## src/sv/wdmb_pkg.sv

```systemverilog
// Shared types, constants, register codes and sine table for the DFT beamformer.
package wdmb_pkg;

   localparam int SAMPLE_WIDTH = 16;
   localparam int ACC_WIDTH    = 48;
   localparam int CSR_WIDTH    = 32;
   localparam int COUNT_WIDTH  = 13;
   localparam int POS_WIDTH    = 32;
   localparam int TABLE_DEPTH  = 1024;
   localparam int TAB_AW       = $clog2(TABLE_DEPTH + 1);
   localparam int OFS_W        = $clog2(TABLE_DEPTH);
   localparam int IDX_W        = $clog2(4 * TABLE_DEPTH);
   localparam int TAB_W        = 15;
   localparam int NUM_LANES    = 4;

   localparam logic [63:0] HALF_PI_Q30 = 64'd1686629713;
   localparam logic [63:0] TABLE_MAX   = 64'd32767;

   localparam logic [1:0] CSR_WAVENUMBER  = 2'd0;
   localparam logic [1:0] CSR_OUT_X       = 2'd1;
   localparam logic [1:0] CSR_OUT_Y       = 2'd2;
   localparam logic [1:0] CSR_INPUT_COUNT = 2'd3;

   typedef logic signed [SAMPLE_WIDTH-1:0] sample_type;
   typedef logic signed [ACC_WIDTH-1:0]    acc_type;
   typedef logic signed [POS_WIDTH-1:0]    pos_type;
   typedef logic [TAB_W-1:0]               tab_entry_type;
   typedef tab_entry_type                  sine_tab_type [TABLE_DEPTH+1];

   typedef struct packed {
      logic k_en;
      logic p_en;
      logic f_en;
   } phase_ctl_type;

   typedef struct packed {
      logic mul_en;
      logic acc_en;
      logic clear;
   } lane_ctl_type;

   function automatic acc_type sat_acc(logic signed [ACC_WIDTH:0] v);
      if (v[ACC_WIDTH] != v[ACC_WIDTH-1]) begin
         return v[ACC_WIDTH] ? {1'b1, {(ACC_WIDTH-1){1'b0}}} : {1'b0, {(ACC_WIDTH-1){1'b1}}};
      end
      return v[ACC_WIDTH-1:0];
   endfunction

   // Q30 Taylor series of sin over the first quadrant, scaled to 15 bits
   function automatic tab_entry_type sine_entry(int unsigned k);
      logic [63:0] x;
      logic [63:0] x2;
      logic [63:0] t;
      logic [63:0] r;
      longint      s;
      x  = (HALF_PI_Q30 * 64'(k) + 64'(TABLE_DEPTH / 2)) / TABLE_DEPTH;
      x2 = (x * x) >> 30;
      t  = x;
      s  = longint'(x);
      t = ((t * x2) >> 30) / 6;   s = s - longint'(t);
      t = ((t * x2) >> 30) / 20;  s = s + longint'(t);
      t = ((t * x2) >> 30) / 42;  s = s - longint'(t);
      t = ((t * x2) >> 30) / 72;  s = s + longint'(t);
      t = ((t * x2) >> 30) / 110; s = s - longint'(t);
      t = ((t * x2) >> 30) / 156; s = s + longint'(t);
      t = ((t * x2) >> 30) / 210; s = s - longint'(t);
      t = ((t * x2) >> 30) / 272; s = s + longint'(t);
      t = ((t * x2) >> 30) / 342; s = s - longint'(t);
      t = ((t * x2) >> 30) / 420; s = s + longint'(t);
      if (s < 0) s = 0;
      r = (64'(s) * TABLE_MAX + (64'd1 << 29)) >> 30;
      if (r > TABLE_MAX) r = TABLE_MAX;
      return TAB_W'(r);
   endfunction

   function automatic sine_tab_type build_sine_table();
      sine_tab_type tab;
      for (int k = 0; k <= TABLE_DEPTH; k++) tab[k] = sine_entry(k);
      return tab;
   endfunction

   localparam sine_tab_type SINE_TABLE = build_sine_table();

endpackage

```

## src/sv/wdmb_lane.sv

```systemverilog
// One element lane: complex multiply by the rotated weight, saturating accumulate.
module wdmb_lane (
   input  logic                   clock,
   input  logic                   reset,
   input  wdmb_pkg::lane_ctl_type ctl,
   input  wdmb_pkg::sample_type   d_re,
   input  wdmb_pkg::sample_type   d_im,
   input  wdmb_pkg::sample_type   w_re,
   input  wdmb_pkg::sample_type   w_im,
   output wdmb_pkg::acc_type      sum_re,
   output wdmb_pkg::acc_type      sum_im
);
   import wdmb_pkg::*;

   logic signed [2*SAMPLE_WIDTH-1:0] p_rr_ff, p_ii_ff, p_ir_ff, p_ri_ff;
   logic signed [2*SAMPLE_WIDTH:0]   delta_re, delta_im;
   logic signed [ACC_WIDTH:0]        raw_re, raw_im;
   acc_type acc_re_ff, acc_im_ff;

   assign delta_re = p_rr_ff - p_ii_ff;
   assign delta_im = p_ir_ff + p_ri_ff;
   assign raw_re   = acc_re_ff + delta_re;
   assign raw_im   = acc_im_ff + delta_im;

   always_ff @(posedge clock) begin
      if (ctl.mul_en) begin
         p_rr_ff <= d_re * w_re;
         p_ii_ff <= d_im * w_im;
         p_ir_ff <= d_im * w_re;
         p_ri_ff <= d_re * w_im;
      end
   end

   always_ff @(posedge clock) begin
      if (reset || ctl.clear) begin
         acc_re_ff <= '0;
         acc_im_ff <= '0;
      end else if (ctl.acc_en) begin
         acc_re_ff <= sat_acc(raw_re);
         acc_im_ff <= sat_acc(raw_im);
      end
   end

   assign sum_re = acc_re_ff;
   assign sum_im = acc_im_ff;
endmodule

```

## config.mk

```make
export PLATFORM = sky130hd
export DESIGN_NAME = wdmb_lane
export DESIGN_NICKNAME = d
export VERILOG_FILES = /design/src/sv/wdmb_pkg.sv /design/src/sv/wdmb_lane.sv
export SDC_FILE = /design/constraint.sdc
export NUM_CORES = 2
export LEC_CHECK = 0
export CAP_MARGIN = 20
export CELL_PAD_IN_SITES_DETAIL_PLACEMENT = 1
export CELL_PAD_IN_SITES_GLOBAL_PLACEMENT = 1
export CORE_MARGIN = 2
export CORE_UTILIZATION = 40
export DETAILED_ROUTE_END_ITERATION = 12
export DONT_BUFFER_PORTS = 1
export GPL_TIMING_DRIVEN = 0
export PLACE_DENSITY = 0.77
export SLEW_MARGIN = 40
export SYNTH_ARGS = -nofsm -noshare
export SYNTH_HDL_FRONTEND = slang
export SYNTH_SLANG_ARGS = --single-unit
```

## constraint.sdc

```tcl
create_clock -name clock -period 6.9 [get_ports clock]
set_input_delay 0.345 -clock clock [delete_from_list [all_inputs] [get_ports clock]]
set_output_delay 0.345 -clock clock [all_outputs]
set_load 0.05 [all_outputs]
```

======== Word-level counts from Yosys, hierarchy flattened ========
Cells that the tools add are included.
storage, ports and cells
  register bits ........................... 224
  output and inout bits ................... 96
cells by class
  reduce and logical (&&, ||, !) cells .... 1
  muxes and demuxes ....................... 12
  multiply operators ...................... 4
  add/sub/neg operators ................... 4
  eq/ne operators ......................... 2
operators by type and width
  cell                          number
  2-to-1 mux 48 bit             6
  multiplier 16 x 16 -> 32 bit  4
  adder 48 x 33 -> 49 bit       2
  adder 32 x 32 -> 33 bit       1
  subtractor 32 x 32 -> 33 bit  1
  2-to-1 mux 1 bit              6
  inequality test 1 bit         2
  logical OR 1 bit              1

======== Logic depth before layout (Yosys ltp) ========
  depth in word-level cells ............... 7
  depth in mapped cells ................... 26

======== Worst setup path after synthesis ========
OpenSTA, ideal clock, no wires.
  path type ............................... in2reg
  start ................................... in d_re[11]
  end ..................................... reg p_rr_ff[31] (data pin)
  setup time .............................. 260 ps
  required time ........................... 6,640 ps
  buffers on the path ..................... 1
  stages .................................. 24
  slack ................................... 300 ps
  arrival ................................. 6,340 ps
  cell sequence ........................... clkbuf_1 -> nand2_1 -> fa_1 -> fa_1 -> fa_1 -> inv_1 -> fa_1 -> fa_1 -> inv_1 -> fa_1 -> inv_1 -> ha_1 -> a21oi_1 -> o22ai_1 -> nor2_1 -> nand2_1 -> o21ai_0 -> o21ai_1 -> a2111oi_0 -> o31ai_1 -> o41a_1 -> a21o_1 -> a21oi_1 -> xnor2_1
between the ends
  longest elaborated chain between the ends .. 1
RTL lines
  what                          RTL line         text
  start: declaration            wdmb_lane.sv:6   input wdmb_pkg::sample_type d_re,
  multiplier 16 x 16 -> 32 bit  wdmb_lane.sv:27  p_rr_ff <= d_re * w_re;
  end signal: assignment        wdmb_lane.sv:27
  end: declaration              wdmb_lane.sv:15  logic signed [2*SAMPLE_WIDTH-1:0] p_rr_ff, p_ii_ff, p_ir_ff, p_ri_ff;
Every way passes these cells.
A chain may end at the register's enable or synchronous reset.

======== Worst setup path after layout ========
  start ................................... in d_im[9]
  end ..................................... reg p_ir_ff[30] (data pin)
between the ends
  longest elaborated chain between the ends .. 1
RTL lines
  what                          RTL line         text
  start: declaration            wdmb_lane.sv:7   input wdmb_pkg::sample_type d_im,
  multiplier 16 x 16 -> 32 bit  wdmb_lane.sv:29  p_ir_ff <= d_im * w_re;
  end signal: assignment        wdmb_lane.sv:29
  end: declaration              wdmb_lane.sv:15
Every way passes these cells.

==> results_dict.tcl <==
set metrics [dict create \
    drive_gt1_share_pct 4.706 \
    finalCriticalPeriod_ps 6809 \
    r2r_end "sum_re[46]" \
    use_met1_pct 35.50 \
    r2r_setup_slack_ps 970 \
    r2r-start "sum_re[1]" \
    num_vias 42227 \
    cts_made_buffers 27 \
    gp_congestion 1.038 \
    insertion_delay_ps 590 \
    cts_buffer_depth 3 \
    crit_arrival_ps 7160 \
    worstSetupEndpointType "register" \
    drc 0 \
    grt.total_usage_pct 28.93 \
    synth_area_um2 54540 \
    drv_cap 0 \
    syn2layout_area_growth_pct 7.181 \
    skew_ps 18.80 \
    max_freq_ghz 0.1469 \
    max_slew_margin_pct 30.80 \
    met3_usage_pct 7.544 \
    synth-edff-count 128 \
    rows 135 \
    crit_path_top_delay_cell "fa_1" \
    fin_util_pct 43.15 \
    hold_start "w_re[0]" \
    crit_family "adder cells" \
    crit_buf_inv 5 \
    coreArea_um2 135500 \
    overflow 0 \
    grt.busiest_layer "met2" \
    syn_avg_cell_area_um2 9.292 \
    critPathLaunchType "input port" \
    die_w_um 373.2 \
    multiInputGateArea_um2 42990 \
    worst_pin_slew_ps 1012 \
    synth.distinct_cells 75 \
    finalSetupViolations 0 \
    finalCritPeriodShare_pct 98.68 \
    first_pass_iters 5 \
    hold_ws_ps 90.84 \
    crit_chain "clkbuf_2, and2_1, fa_1, inv_1, fa_1, inv_1, fa_1, fa_1, fa_1, inv_1, fa_1, inv_1, ha_1, a21o_1, nor3_1, o21ai_0, a311oi_2, nor3_1, o221ai_1, a21oi_1, a21o_1, a21oi_2, xnor2_4" \
    path_clk_slew_ps 70 \
    layout_commonest_cell "inv_1" \
    io_pins 165 \
    dp_hpwl_um 169400 \
    drt_iter0_markers 2833 \
    syn_inst 5869 \
    grt_max_degree 84 \
    port_buffers 0 \
    crit_path_frequent_cell "fa_1" \
    met2_usage_pct 46.70 \
    slew_violations 0 \
    ys_ff_latch 224 \
    hold_end "p_ir_ff[0]" \
    synth.yosys.seq_area_share_pct 10.57 \
    hold_viol 0 \
    synth_ff_type "edfxtp_1" \
    hold_depth 1 \
    cp-startpoint "d_im[9]" \
    setup_total_negative_slack_ps 0 \
    cp.required_ps 7250 \
    r2r_cells 16 \
    hold_path.class "input port to register" \
    syn-num-nets 7507 \
    wl_um 200500 \
    rsz0062_at_grt "yes" \
    cpPeakStageDelay_ps 550 \
    cts_root_buf "clkbuf_16" \
    regArea_um2 5766 \
    crit_type "input port to register" \
    drtAntennaViolNets 0 \
    synthArstFlopShare_pct 0 \
    cts_tree "built" \
    cp.depth 23 \
    viasPerCell 5.466 \
    cts_sinks 224 \
    fin_nets 7546 \
    htree_levels 1 \
    path_max_fanout 10 \
    yosys_warnings 0 \
    wl_per_cell_um 25.95 \
    initial_core_util_pct 40.26 \
    grt_pass1_wl_um 298900 \
    die_h_um 373.2 \
    nFillCells 15747 \
    final_cell_mix "1353 x inv_1, 1144 x fa_1, 562 x nand2_1, 492 x and2_1, 422 x ha_1" \
    grt_pass1_vias 46974 \
    die-area_um2 139300 \
    antenna_found_initial 37 \
    status "completed" \
]
## flip-flops by register name, indices dropped and copies added (netlist names)
register  cells
p_ii_ff      32
p_ir_ff      32
p_rr_ff      32
sum_im       48
p_ri_ff      32
sum_re       48
## worst reg2reg max path, delay by kind of cell, from the launching register on
| kind | cells | cell delay, ps |
|---|---|---|
| compound gates | 8 | 2720 |
| fa+ha+maj | 2 | 970 |
| buf+inv | 2 | 780 |
| simple gates | 4 | 590 |
| flops | 1 | 750 |
## worst max-delay path by stage
| stage | to | slack (ps) |
|---|---|---|
| final | p_ir_ff[30] | 90 |
| after detailed placement | p_rr_ff[31] | -1560 |
| after global placement | p_rr_ff[29] | -1930 |
| after CTS | p_rr_ff[31] | -40 |
| after floorplan | p_rr_ff[31] | 300 |
| after global routing | p_ir_ff[30] | -70 |
## layout make-up
cell class              instances  area share, %
multi-input cells            4020          73.54
flip-flops and latches        224          9.863
inverters                    1355          8.701
well taps                    1781          3.812
plain buffers                 270          2.166
clock buffers                  38          1.329
clock inverters                12         0.2825
repair buffers                 10         0.2355
diodes                         16        0.06850
## synth_stat cells, types with 6 or more instances
master	count	share of area, %
a211o_1	7	0.11
a211oi_1	24	0.33
a21o_1	113	1.6
a21oi_1	273	2.5
a31oi_1	17	0.20
a41oi_1	6	0.096
and2_1	493	5.7
and3_1	20	0.23
buf_2	8	0.073
clkbuf_1	253	1.7
dfxtp_1	96	3.5
edfxtp_1	128	7.0
fa_1	1145	42
ha_1	424	9.7
inv_1	1354	9.3
maj3_1	77	1.4
maj3_2	9	0.19
nand2_1	563	3.9
nand2b_1	41	0.47
nand3_1	31	0.28
nand4_1	23	0.26
nor2_1	123	0.85
nor2b_1	19	0.22
nor3_1	35	0.32
o21a_1	15	0.21
o21ai_0	172	1.6
o21ai_1	10	0.092
o21bai_1	31	0.43
o31a_1	6	0.096
o31ai_1	10	0.14
or2_2	7	0.080
or3_1	12	0.14
xnor2_1	144	2.3
xor2_1	85	1.4
## metrics by stage
stage / area [um2] / instances / worst slack (ps)
floorplan: 54540 / 5869 / 299.7
global placement: 56770 / 7650 / -1932
global route: 58430 / 7716 / -65.97
CTS: 58170 / 7708 / -42.09
finish: 58450 / 7726 / 90.96
detailed placement: 57020 / 7655 / -1557
## cells by family (layout without fill, tap and decap cells)
kind of cell               after synthesis  count (layout)  share of synthesized area (%)
AOI/OAI and AO/OA                      748             748                          8.470
xor gates and xnor gates               229             229                          3.678
adders and majority gates             1655            1655                          53.36
buffers and inverters                 1625            1685                          11.24
DFF                                    224             224                          10.57
muxes                                    3               3                        0.05506
other                                    0              16                              0
and+or+nand+nor                       1385            1385                          12.63
## per-layer routing
layer  part of all wire, %  wire [um]  up-vias
li1                      -          -    17966
met1                    38      77100    22109
met2                    46      92020     1634
met3                   9.2      18450      504
met4                   6.4      12830       14
met5                 0.049         99        -
## timing repair
action,in CTS,in global routing
endpoints found under the setup margin,20,21
hold endpoints to repair,83,0
cloned,0,0
hold buffers,2,0
resized for setup,73,113
setup buffers,1,1
pin swaps,2,7
Power is left out: the tool's default activity adds up to more than one toggle a clock period on the data nets, which glitch-free logic cannot reach.
